--- config.mk ---
export PLATFORM = sky130hd
export DESIGN_NAME = per_server_connection_counter
export DESIGN_NICKNAME = d
export VERILOG_FILES = /design/src/rtl/core/psc_pkg.sv /design/src/rtl/core/per_server_connection_counter.sv /design/src/rtl/core/psc_ram.sv /design/src/rtl/core/psc_cfg.sv /design/src/rtl/core/psc_engine.sv
export SDC_FILE = /design/constraint.sdc
export NUM_CORES = 1
export LEC_CHECK = 0
export ABC_AREA = 1
export BUFFER_PORTS_ARGS = -buffer_cell sky130_fd_sc_hd__buf_2
export CELL_PAD_IN_SITES_DETAIL_PLACEMENT = 1
export CELL_PAD_IN_SITES_GLOBAL_PLACEMENT = 2
export CORE_MARGIN = 2
export CORE_UTILIZATION = 37
export DETAILED_ROUTE_END_ITERATION = 6
export PLACE_DENSITY = 0.82
export SYNTH_ARGS = -nofsm -noshare
export SYNTH_HDL_FRONTEND = slang
export SYNTH_HIERARCHICAL = 1
export SYNTH_SLANG_ARGS = --single-unit
--- constraint.sdc ---
create_clock -name i_clk -period 3.93 [get_ports i_clk]
set_clock_uncertainty 0.1 [all_clocks]
set_input_delay 0.5895 -clock i_clk [delete_from_list [all_inputs] [get_ports i_clk]]
set_output_delay 0.5895 -clock i_clk [all_outputs]
set_load 0.01 [all_outputs]
--- src/rtl/core/psc_pkg.sv ---
package psc_pkg;

    localparam int PORT_W = 16;
    localparam int IPADDR_W = 32;
    localparam int CNT_W = 16;
    localparam int EV_W = 2;
    localparam int CFG_IDX_W = 3;
    localparam int CFG_DATA_W = 16;
    localparam int MAX_THRESHOLDS = 4;

    localparam int DEF_TABLE_ENTRIES = 16;
    localparam int DEF_NUM_THRESHOLDS = 4;

    localparam logic [EV_W-1:0] EV_NONE = 2'd0;
    localparam logic [EV_W-1:0] EV_ESTABLISHED = 2'd1;
    localparam logic [EV_W-1:0] EV_RELEASED = 2'd2;

    localparam logic [CFG_IDX_W-1:0] REG_LISTEN_PORT = 3'd0;
    localparam logic [CFG_IDX_W-1:0] REG_HOOK_MODE = 3'd1;
    localparam logic [CFG_IDX_W-1:0] REG_THRESHOLD_0 = 3'd2;

    typedef struct packed {
        logic [PORT_W-1:0]   dest_port;
        logic [PORT_W-1:0]   source_port;
        logic [IPADDR_W-1:0] server_addr;
        logic [EV_W-1:0]     conn_event;
    } t_req;

    typedef struct packed {
        logic                port_hit;
        logic                kick;
        logic [CNT_W-1:0]    current_count;
        logic [IPADDR_W-1:0] addr_echo;
        logic                table_full;
    } t_rsp;

    typedef struct packed {
        logic [PORT_W-1:0] listen_port;
        logic              hook_mode;
    } t_cfg;

endpackage

--- src/rtl/core/per_server_connection_counter.sv ---
// Per-server connection counter.
// Request channel: drive i_req and pulse start; the request is taken at a
// rising edge with start high and busy low. busy stays high while the table
// is searched and updated; start is ignored meanwhile.
// Result channel: o_valid is high for one cycle with o_result; there is no
// back-pressure, the receiver must take it in that cycle.
// Flow: a request that is not counted (no port match or no event) gives
// its result in the cycle after acceptance and busy never rises, so such
// requests can follow every cycle. A counted request first scans the used
// entries in the SCAN state, stopping at the server's entry, and then writes
// back in the UPDATE state; a new server on a full table gives a table_full
// result straight from SCAN without write-back. The table memory is read one
// entry per cycle on its single read port.
// Config: i_cfg_we/i_cfg_idx/i_cfg_data write a register; write
// only while busy is low and no result is pending.
// Reset: synchronous, active low; clears the control and config registers and
// marks the table empty through a fill count, so no clearing pass is needed.
module per_server_connection_counter #(
    parameter int TABLE_ENTRIES = psc_pkg::DEF_TABLE_ENTRIES,
    parameter int NUM_THRESHOLDS = psc_pkg::DEF_NUM_THRESHOLDS
) (
    input  logic                           i_clk,
    input  logic                           i_rst_n,
    input  logic                           start,
    output logic                           busy,
    input  psc_pkg::t_req                  i_req,
    output logic                           o_valid,
    output psc_pkg::t_rsp                  o_result,
    input  logic                           i_cfg_we,
    input  logic [psc_pkg::CFG_IDX_W-1:0]  i_cfg_idx,
    input  logic [psc_pkg::CFG_DATA_W-1:0] i_cfg_data
);
    import psc_pkg::*;

    t_cfg                                 cfg;
    logic [NUM_THRESHOLDS-1:0][CNT_W-1:0] thr;

    psc_cfg #(.NUM_THRESHOLDS(NUM_THRESHOLDS)) u_cfg (
        .i_clk      (i_clk),
        .i_rst_n    (i_rst_n),
        .i_cfg_we   (i_cfg_we),
        .i_cfg_idx  (i_cfg_idx),
        .i_cfg_data (i_cfg_data),
        .o_cfg      (cfg),
        .o_thr      (thr)
    );

    psc_engine #(
        .TABLE_ENTRIES  (TABLE_ENTRIES),
        .NUM_THRESHOLDS (NUM_THRESHOLDS)
    ) u_engine (
        .i_clk    (i_clk),
        .i_rst_n  (i_rst_n),
        .start    (start),
        .busy     (busy),
        .i_req    (i_req),
        .i_cfg    (cfg),
        .i_thr    (thr),
        .o_valid  (o_valid),
        .o_result (o_result)
    );

endmodule

--- src/rtl/core/psc_ram.sv ---
module psc_ram #(
    parameter int WIDTH = 48,
    parameter int DEPTH = 16,
    parameter int AW = (DEPTH > 1) ? $clog2(DEPTH) : 1
) (
    input  logic             i_clk,
    input  logic             i_we,
    input  logic [AW-1:0]    i_waddr,
    input  logic [WIDTH-1:0] i_wdata,
    input  logic             i_re,
    input  logic [AW-1:0]    i_raddr,
    output logic [WIDTH-1:0] o_rdata
);

    logic [WIDTH-1:0] r_mem [DEPTH];
    logic [WIDTH-1:0] r_rdata;

    always_ff @(posedge i_clk) begin
        if (i_we) begin
            r_mem[i_waddr] <= i_wdata;
        end
        if (i_re) begin
            r_rdata <= r_mem[i_raddr];
        end
    end

    assign o_rdata = r_rdata;

endmodule

--- src/rtl/core/psc_cfg.sv ---
module psc_cfg #(
    parameter int NUM_THRESHOLDS = psc_pkg::DEF_NUM_THRESHOLDS
) (
    input  logic                                            i_clk,
    input  logic                                            i_rst_n,
    input  logic                                            i_cfg_we,
    input  logic [psc_pkg::CFG_IDX_W-1:0]                   i_cfg_idx,
    input  logic [psc_pkg::CFG_DATA_W-1:0]                  i_cfg_data,
    output psc_pkg::t_cfg                                   o_cfg,
    output logic [NUM_THRESHOLDS-1:0][psc_pkg::CNT_W-1:0]   o_thr
);
    import psc_pkg::*;

    t_cfg                                r_cfg;
    logic [NUM_THRESHOLDS-1:0][CNT_W-1:0] r_thr;

    always_ff @(posedge i_clk) begin
        if (!i_rst_n) begin
            r_cfg <= '0;
            r_thr <= '0;
        end else if (i_cfg_we) begin
            if (i_cfg_idx == REG_LISTEN_PORT) begin
                r_cfg.listen_port <= i_cfg_data[PORT_W-1:0];
            end
            if (i_cfg_idx == REG_HOOK_MODE) begin
                r_cfg.hook_mode <= i_cfg_data[0];
            end
            for (int i = 0; i < NUM_THRESHOLDS; i++) begin
                if (i_cfg_idx == REG_THRESHOLD_0 + CFG_IDX_W'(i)) begin
                    r_thr[i] <= i_cfg_data[CNT_W-1:0];
                end
            end
        end
    end

    assign o_cfg = r_cfg;
    assign o_thr = r_thr;

endmodule

--- src/rtl/core/psc_engine.sv ---
module psc_engine #(
    parameter int TABLE_ENTRIES = psc_pkg::DEF_TABLE_ENTRIES,
    parameter int NUM_THRESHOLDS = psc_pkg::DEF_NUM_THRESHOLDS
) (
    input  logic                                          i_clk,
    input  logic                                          i_rst_n,
    input  logic                                          start,
    output logic                                          busy,
    input  psc_pkg::t_req                                 i_req,
    input  psc_pkg::t_cfg                                 i_cfg,
    input  logic [NUM_THRESHOLDS-1:0][psc_pkg::CNT_W-1:0] i_thr,
    output logic                                          o_valid,
    output psc_pkg::t_rsp                                 o_result
);
    import psc_pkg::*;

    localparam int AW = (TABLE_ENTRIES > 1) ? $clog2(TABLE_ENTRIES) : 1;
    localparam int CW = $clog2(TABLE_ENTRIES + 1);
    localparam int EW = IPADDR_W + CNT_W;

    localparam logic [1:0] S_IDLE = 2'd0;
    localparam logic [1:0] S_SCAN = 2'd1;
    localparam logic [1:0] S_UPDATE = 2'd2;

    logic [1:0]          r_state, n_state;
    logic [CW-1:0]       r_fill, n_fill;
    logic [CW-1:0]       r_idx, n_idx;
    logic                r_pend, n_pend;
    logic [AW-1:0]       r_pidx, n_pidx;
    logic [AW-1:0]       r_slot, n_slot;
    logic [CNT_W-1:0]    r_cnt, n_cnt;
    logic                r_alloc, n_alloc;
    logic                r_est, n_est;
    logic [IPADDR_W-1:0] r_addr, n_addr;
    logic                r_valid, n_valid;
    t_rsp                r_rsp, n_rsp;

    logic                ram_we, ram_re;
    logic [AW-1:0]       ram_raddr;
    logic [EW-1:0]       ram_wdata, ram_rdata;

    logic                hit, active, match, thr_hit, inc_ok;
    logic [CNT_W-1:0]    cnt_inc, cnt_upd;
    logic                kick;

    psc_ram #(.WIDTH(EW), .DEPTH(TABLE_ENTRIES), .AW(AW)) u_ram (
        .i_clk   (i_clk),
        .i_we    (ram_we),
        .i_waddr (r_slot),
        .i_wdata (ram_wdata),
        .i_re    (ram_re),
        .i_raddr (ram_raddr),
        .o_rdata (ram_rdata)
    );

    assign busy = (r_state != S_IDLE);
    assign hit = (i_req.dest_port == i_cfg.listen_port) ||
                 (i_req.source_port == i_cfg.listen_port);
    assign active = hit && ((i_req.conn_event == EV_ESTABLISHED) ||
                            (i_req.conn_event == EV_RELEASED));
    assign match = r_pend && (ram_rdata[EW-1:CNT_W] == r_addr);

    // update unit: step, threshold compare
    assign cnt_inc = r_cnt + CNT_W'(1);
    assign inc_ok = (r_cnt != '1);
    always_comb begin
        thr_hit = 1'b0;
        for (int i = 0; i < NUM_THRESHOLDS; i++) begin
            if ((i_thr[i] != '0) && (i_thr[i] == cnt_inc)) begin
                thr_hit = 1'b1;
            end
        end
    end

    always_comb begin
        kick = 1'b0;
        if (r_est) begin
            cnt_upd = inc_ok ? cnt_inc : r_cnt;
            kick = inc_ok && !i_cfg.hook_mode && thr_hit;
        end else begin
            cnt_upd = (r_cnt != '0) ? r_cnt - CNT_W'(1) : r_cnt;
        end
    end

    assign ram_we = (r_state == S_UPDATE);
    assign ram_wdata = {r_addr, cnt_upd};
    assign ram_raddr = r_idx[AW-1:0];

    always_comb begin
        n_state = r_state;
        n_fill = r_fill;
        n_idx = r_idx;
        n_pend = r_pend;
        n_pidx = r_pidx;
        n_slot = r_slot;
        n_cnt = r_cnt;
        n_alloc = r_alloc;
        n_est = r_est;
        n_addr = r_addr;
        n_valid = 1'b0;
        n_rsp = r_rsp;
        ram_re = 1'b0;
        unique case (r_state)
            S_IDLE: begin
                if (start) begin
                    if (active) begin
                        n_state = S_SCAN;
                        n_idx = '0;
                        n_pend = 1'b0;
                        n_addr = i_req.server_addr;
                        n_est = (i_req.conn_event == EV_ESTABLISHED);
                    end else begin
                        n_valid = 1'b1;
                        n_rsp = '0;
                        n_rsp.port_hit = hit;
                    end
                end
            end
            S_SCAN: begin
                if (match) begin
                    n_slot = r_pidx;
                    n_cnt = ram_rdata[CNT_W-1:0];
                    n_alloc = 1'b0;
                    n_state = S_UPDATE;
                end else if (r_idx == r_fill) begin
                    n_pend = 1'b0;
                    if (r_fill == CW'(TABLE_ENTRIES)) begin
                        n_valid = 1'b1;
                        n_rsp = '0;
                        n_rsp.port_hit = 1'b1;
                        n_rsp.table_full = 1'b1;
                        n_state = S_IDLE;
                    end else begin
                        n_slot = r_fill[AW-1:0];
                        n_cnt = '0;
                        n_alloc = 1'b1;
                        n_state = S_UPDATE;
                    end
                end else begin
                    ram_re = 1'b1;
                    n_pend = 1'b1;
                    n_pidx = r_idx[AW-1:0];
                    n_idx = r_idx + CW'(1);
                end
            end
            S_UPDATE: begin
                if (r_alloc) begin
                    n_fill = r_fill + CW'(1);
                end
                n_pend = 1'b0;
                n_valid = 1'b1;
                n_rsp.port_hit = 1'b1;
                n_rsp.kick = kick;
                n_rsp.current_count = cnt_upd;
                n_rsp.addr_echo = r_addr;
                n_rsp.table_full = 1'b0;
                n_state = S_IDLE;
            end
            default: begin
                n_state = S_IDLE;
            end
        endcase
    end

    always_ff @(posedge i_clk) begin
        if (!i_rst_n) begin
            r_state <= S_IDLE;
            r_fill <= '0;
            r_pend <= 1'b0;
            r_valid <= 1'b0;
        end else begin
            r_state <= n_state;
            r_fill <= n_fill;
            r_pend <= n_pend;
            r_valid <= n_valid;
        end
    end

    always_ff @(posedge i_clk) begin
        r_idx <= n_idx;
        r_pidx <= n_pidx;
        r_slot <= n_slot;
        r_cnt <= n_cnt;
        r_alloc <= n_alloc;
        r_est <= n_est;
        r_addr <= n_addr;
        r_rsp <= n_rsp;
    end

    assign o_valid = r_valid;
    assign o_result = r_rsp;

endmodule

==> results of run 1 <==
## flip-flops by register name, indices dropped and copies added (netlist names)
signal	flops
u_engine/u_ram/r_mem	768
u_cfg/o_thr	64
u_engine/o_result	51
u_engine/u_ram/o_rdata	48
u_engine/r_addr	32
u_cfg/o_cfg	17
u_engine/r_cnt	16
u_engine/r_fill	5
u_engine/r_idx	5
u_engine/r_pidx	4
u_engine/r_slot	4
u_engine/r_state	2
u_engine/o_valid	1
u_engine/r_alloc	1
u_engine/r_est	1
u_engine/r_pend	1
## worst register-to-register path, cell delays in order, from the launching register on
cell	delay, ns
edfxtp_1	0.61
xnor2_1	0.55
nand3_1	0.14
nor2_1	0.13
nand3b_1	0.14
nor2_1	0.16
nand2_1	0.09
nand2_1	0.15
clkinv_2	0.48
buf_12	0.38
## cell type report
| type | count | area [µm²] |
|---|---|---|
| clock inverters | 71 | 701 |
| diodes | 1 | 2.50 |
| repair buffers | 264 | 1960 |
| clock buffers | 129 | 2800 |
| multi-input cells | 2753 | 12300 |
| inverters | 801 | 3030 |
| well taps | 1637 | 2050 |
| fillers | 13900 | 71200 |
| flip-flops and latches | 1020 | 29700 |
## what timing repair did
item | 4_1_cts | 5_1_grt
setup endpoints to repair | 0 | 0
hold endpoints to repair | 31 | 1
resized for setup | 0 | 0
hold buffers | 31 | 1
## layout by cell type, fill, tap and decap left out, types with 17 or more instances in the layout
master,synthesis,layout
inv_1,792,789
clkinv_1,2,32
nor2_4,10,28
buf_2,88,141
nand3b_1,17,17
edfxtp_1,930,930
o21ai_0,35,35
buf_12,0,20
dfxtp_1,90,90
nand2_1,1387,1387
buf_4,35,71
nor3_1,17,17
clkbuf_1,38,20
a21oi_1,17,17
nand3_1,770,770
nand4_1,28,28
clkbuf_16,0,109
clkinv_2,0,19
dlygate4sd3_1,0,32
xor2_1,38,38
xnor2_1,34,34
nor2_1,342,322
## routing by layer
layer  vias up  track usage  wire length, µm
li1      15700            -                -
met1     16900        0.293            62300
met2       801        0.394            71800
met3       235       0.0319             6680
met4         0       0.0674             4100
met5         -            0                0
## path summary, 6_finish.rpt
kind	startpoint	endpoint	slack (ns)
worst min register to register	u_cfg/o_thr[63]	u_cfg/o_thr[63]	0.38
worst max-delay path	u_engine/r_addr[30]	u_engine/u_ram/o_rdata[23]	0.73
worst min-delay path	i_req[0]	u_engine/r_est	0.17
worst max register to register	u_engine/r_addr[30]	u_engine/u_ram/o_rdata[23]	0.73
## report_power, final
group,internal (mW),leakage (nW),switching [mW]
combinational,0.172,11.7,0.268
clock,5.92,1.70,4.33
sequential,11.7,9.05,0.0445
## cell families (layout without fill, tap and decap cells)
family / Yosys count / after routing / synth area share
AND/OR/NAND/NOR: 2609 / 2609 / 0.241
AO/OA/AOI/OAI: 61 / 61 / 0.00699
buffers and inverters: 1003 / 1265 / 0.0918
flip-flops: 1020 / 1020 / 0.644
other: 0 / 1 / 0
XOR/XNOR: 73 / 73 / 0.0140
adder cells (fa/ha/maj): 10 / 10 / 0.00271
==> results.md, run 1 <==
- CTS tree: yes
- Chip Height: 357 µm
- VDD IR-drop max: 397 µV
- Die X: 357 µm
- H-tree Lvls: 3
- RePlAce Congestion: 0.863
- Cell with the most instances after synthesis: nand2_1
- Synth Area per Inst: 9.67 µm²
- Starting Density: 0.373
- Register area share after synthesis: 0.644
- Critical Path Start Type: register
- Area grow syn2layout: 14.0%
- Std cell rows: 129
- Top Ports: 142
- DP Wirelength: 86200 µm
- Cells after DPL: 6443
- Synth Register Bits: 1020
- Placed inst area: 0.0488 mm²
- Most frequent cells after synthesis: nand2_1 (1387), edfxtp_1 (930), inv_1 (792)
- Slack of the critical path: 0.730 ns
- Worst-margin pin slew: 1.11 ns
- Post-route insts no fill: 6676
- Final TNS setup: 0 ns
- Post-synth top area share: 0.605
- Hold crit path type: in2reg
- Final non-filler cell area: 0.0526 mm²
- Final wirelength: 145000 µm
- Cells after Synth: 4776
- Ys async rst share: 0
- DRC viols: 4
- Nets: 5046
- R2R depth: 9
- GRT Total Usage: 0.226
- Syn_nets: 4875
- Final core utilization: 0.425
- Hold Violations, Final: 0
- EDFF count, synth: 930
- Total power draw: 22.5 mW
- Clk Latency, worst-skew pair: 0.72 ns
- Port bufs: 141
- First-pass GRT wire length: 217000 µm
- Post-CTS setup buffers: 0
- Yosys warns: 6
- Maxcap violations: 0
- Drt via density: 5.04
- First-iteration detailed-routing DRC count: 2534
- RSZ-0062 raised after global routing: false
- Clock root cell: clkbuf_16
- Synth Flop Type: edfxtp_1
- CP Cell Sequence: xnor2_1 -> nand3_1 -> nor2_1 -> nand3b_1 -> nor2_1 -> nand2_1 -> nand2_1 -> clkinv_2 -> buf_12
- Leak: 22.5 nW
- Clock Tree Buf Depth: 3
- Layout cell share with drive strength beyond 1: 0.0901
- Critical Path AT: 3.55 ns
- Routed Antenna Nets: 0
- Pwr dens: 427 mW/mm²
- Crit-path max cell delay: 0.61 ns
- Cell area after synthesis: 0.0462 mm²
- Crit path buf inv count: 2
- Crit path time final: 3.20 ns
- Result of the run: complete, but fails checks
- Period utilisation layout: 0.814
- DR vias: 33700
- Worst Hold Path Cells: 2
- Critical Path Sink Type: register
- Final max-slew violation count: 0
- CP top delay family: buffers and inverters
- Failing checks: design-rule violations
- Max FO, Critical Path: 21
- GR Overflow Total: 0
- Vias in the first global route: 34700
- Slowest cell on crit path: edfxtp_1
- Leading area contributor after synthesis: edfxtp_1
- Yosys cell types: 38
- Initial antenna violation count: 2
- Final hold slack: 0.166 ns
- Top cells by area in the synthesized netlist: edfxtp_1 (60%), nand2_1 (11%), nand3_1 (8.3%), inv_1 (6.4%), dfxtp_1 (3.9%)
- Slew headroom: 0.262
- Pre-Repair DR Iteration Count: 7
- Worst EP required: 4.28 ns
- Crit path kind: reg2reg
- CTS Sinks: 1020
- DR WL/cell: 21.7 µm
- Crit. path cell count: 9
- Area of the die: 0.128 mm²
- Pin count of the biggest net entering global routing: 159
- Place WS: 0.767 ns
- Core Footprint: 0.124 mm²
- CTS buffer count: 107
- Reg clk slew, reported paths: 0.06 ns
- Final count of negative-setup-slack endpoints: 0
- Fmax: 313 MHz
(Power assumes the default switching activity.)
==> inputs of run 2 (changes only) <==
--- a/config.mk
+++ b/config.mk
@@ -10,9 +10,9 @@
 export CELL_PAD_IN_SITES_DETAIL_PLACEMENT = 1
 export CELL_PAD_IN_SITES_GLOBAL_PLACEMENT = 2
 export CORE_MARGIN = 2
-export CORE_UTILIZATION = 37
+export CORE_UTILIZATION = 41
 export DETAILED_ROUTE_END_ITERATION = 6
-export PLACE_DENSITY = 0.82
+export PLACE_DENSITY = 0.85
 export SYNTH_ARGS = -nofsm -noshare
 export SYNTH_HDL_FRONTEND = slang
 export SYNTH_HIERARCHICAL = 1
==> constraint.sdc (replaced) <==
create_clock -name i_clk -period 3 [get_ports i_clk]
set_clock_uncertainty 0.1 [all_clocks]
set_input_delay 0.45 -clock i_clk [delete_from_list [all_inputs] [get_ports i_clk]]
set_output_delay 0.45 -clock i_clk [all_outputs]
set_load 0.01 [all_outputs]
==> run 2 against run 1 <==
  * The flow now finishes without violations
  * Combinational power up 36%
  * Via count grew 1.1%
  * Flip-flop and latch count is the same
  * Critical path depth up 3
  * Cell count is 1.3% lower
  * Sequential share of layout area is 0.37 points lower
  * Die area shrank 9.6%
  * Sequential power grew 31%
  * Critical endpoint is now u_engine/u_ram/r_mem[8][0]
==> results.md, run 2 (same netlist as run 1, synthesis figures left out) <==
- DR WL/cell: 22.2 µm (+2.4%)
- Slack of the critical path: 0.185 ns (-0.545 ns)
- Final core utilization: 0.473 (+0.0477)
- Crit path kind: reg2reg
- Post-route insts no fill: 6590 (-1.3%)
- Leak: 22.8 nW (+1.3%)
- First-pass GRT wire length: 219000 µm (+1.2%)
- Period utilisation layout: 0.938 (+0.124)
- GRT Total Usage: 0.251 (+0.0245)
- Pwr dens: 552 mW/mm² (+29%)
- Reg clk slew, reported paths: 0.06 ns (about the same)
- Hold Violations, Final: 0 (unchanged)
- Final non-filler cell area: 0.0530 mm² (+0.66%)
- Layout cell share with drive strength beyond 1: 0.101 (+0.0105)
- Commonest cells after routing, fill and taps aside: nand2_1 (1387), edfxtp_1 (930), inv_1 (785), nand3_1 (770), nor2_1 (322)
- Pre-Repair DR Iteration Count: 6 (-1)
- Crit path buf inv count: 3 (+1)
- Fmax: 355 MHz (+14%)
- Critical Path AT: 3.14 ns (-0.41 ns)
- CTS Sinks: 1020 (unchanged)
- Top Ports: 142 (unchanged)
- Maxcap violations: 0 (unchanged)
- H-tree Lvls: 3 (unchanged)
- Die X: 340 µm (-4.9%)
- Place WS: 0.138 ns (-0.629 ns)
- Slowest cell on crit path: edfxtp_1
- Worst-margin pin slew: 0.870 ns (-0.237 ns)
- N_diodes: 0 (-1)
- Starting Density: 0.412 (+0.0391)
- Most frequent CP cell: nand2_1
- Std cell rows: 123 (-4.7%)
- VDD IR-drop max: 489 µV (+23%)
- Final TNS setup: 0 ns (unchanged)
- CTS tree: yes
- Core Footprint: 0.112 mm² (-9.5%)
- Area of the die: 0.115 mm² (-9.6%)
- Final hold slack: 0.0339 ns (-0.132 ns)
- CP top delay family: simple AND/OR/NAND/NOR gates
- Cells after DPL: 6350 (-1.4%)
- DRC viols: 0 (-4)
- Filler cell count in the final layout: 12600 (-9.0%)
- Initial antenna violation count: 0 (-2)
- Final count of negative-setup-slack endpoints: 0 (unchanged)
- Result of the run: completed
- Drt via density: 5.17 (+2.4%)
- GR Overflow Total: 0 (unchanged)
- DP Wirelength: 89900 µm (+4.3%)
- Critical Path Start Type: register
- Chip Height: 340 µm (-4.9%)
- Max reg flops: 768 (unchanged)
- CTS buffer count: 111 (+3.7%)
- Worst EP required: 3.32 ns (-0.96 ns)
- Clk Latency, worst-skew pair: 0.71 ns (about the same)
- First-iteration detailed-routing DRC count: 2643 (+4.3%)
- Most common cell after layout, fill and taps aside: nand2_1
- Slew headroom: 0.420 (+0.158)
- Nets: 5096 (+0.99%)
- Total power draw: 29.2 mW (+30%)
- RSZ-0062 raised after global routing: true
- Critical Path Sink Type: register
- Crit-path max cell delay: 0.42 ns (-0.19 ns)
- Crit path time final: 2.81 ns (-0.385 ns)
- Area grow syn2layout: 14.7%
- RePlAce Congestion: 0.884 (+2.5%)
- Final max-slew violation count: 0 (unchanged)
- Final wirelength: 146000 µm (+1.1%)
- Placed inst area: 0.0491 mm² (+0.71%)
- CP Cell Sequence: inv_2 -> ha_1 -> nand2_1 -> nor2_2 -> nand2_1 -> nor3_2 -> nand2_1 -> nand2_1 -> nand2_4 -> xor2_4 -> clkinvlp_4 -> buf_4
- Reg with most FFs: u_engine/u_ram/r_mem
- Hold crit path type: in2reg
- Pin count of the biggest net entering global routing: 153 (-3.8%)
- Clock root cell: clkbuf_16
- Routed Antenna Nets: 0 (unchanged)
- Max FO, Critical Path: 16 (-24%)
- Vias in the first global route: 35300 (+1.7%)
- Port bufs: 141 (unchanged)
- DR vias: 34000 (+1.1%)
- Clock Tree Buf Depth: 3 (unchanged)
## run 2: cell types whose count changed in the layout (fill, tap and decap cells not counted), sizes merged
cell | before | now
buf | 232 | 277
clkinvlp | 5 | 3
bufinv | 13 | 7
dlygate4sd3 | 32 | 33
inv | 800 | 799
diode | 1 | 0
clkinv | 54 | 63
clkbuf | 129 | 135
## run 2: timing repair
action                                  4_1_cts  5_1_grt
hold buffers                                 33        0
gates resized for setup                       0        5
endpoints found under the setup margin        0       64
hold endpoints to repair                     33        0
buffers inserted                              0        1
## run 2: worst min-delay path, cell delays in order
cell and delay (ns):
buf_2 0.20, nand2_1 0.10, nor2_1 0.04
## run 2: path summary, 6_finish.rpt
kind / endpoint / from / slack, ns / cells after the start
setup / recovery: u_engine/u_ram/r_mem[8][0] / u_engine/r_cnt[0] / 0.19 / 12
setup reg to reg: u_engine/u_ram/r_mem[8][0] / u_engine/r_cnt[0] / 0.19 / 12
hold / removal: u_cfg/o_cfg[15] / i_rst_n / 0.03 / 3
hold reg to reg: u_cfg/o_thr[47] / u_cfg/o_thr[47] / 0.39 / 2
## run 2: metal layers
metal,GRT usage,vias to the layer above,part of all wire,wire (µm)
li1,-,15800,-,-
met1,0.326,17100,0.42,62200
met2,0.441,883,0.50,73400
met3,0.0293,221,0.047,6900
met4,0.0718,0,0.027,3990
met5,0,-,0,0
## run 2: report_power, final
group / switching [mW] / internal (mW) / leakage, nW
registers: 0.0580 / 15.3 / 9.05
logic: 0.368 / 0.231 / 12.0
clock network: 5.76 / 7.47 / 1.72
total: 6.18 / 23.1 / 22.8
## run 2: area by class of cell
type	count	area (µm²)	area share
Sequential cell	1020	29700	0.561
Multi-Input combinational cell	2753	12400	0.233
Inverter	801	3040	0.0573
Clock buffer	135	2900	0.0548
Timing Repair Buffer	310	2490	0.0471
Tap cell	1500	1880	0.0354
Clock inverter	71	566	0.0107
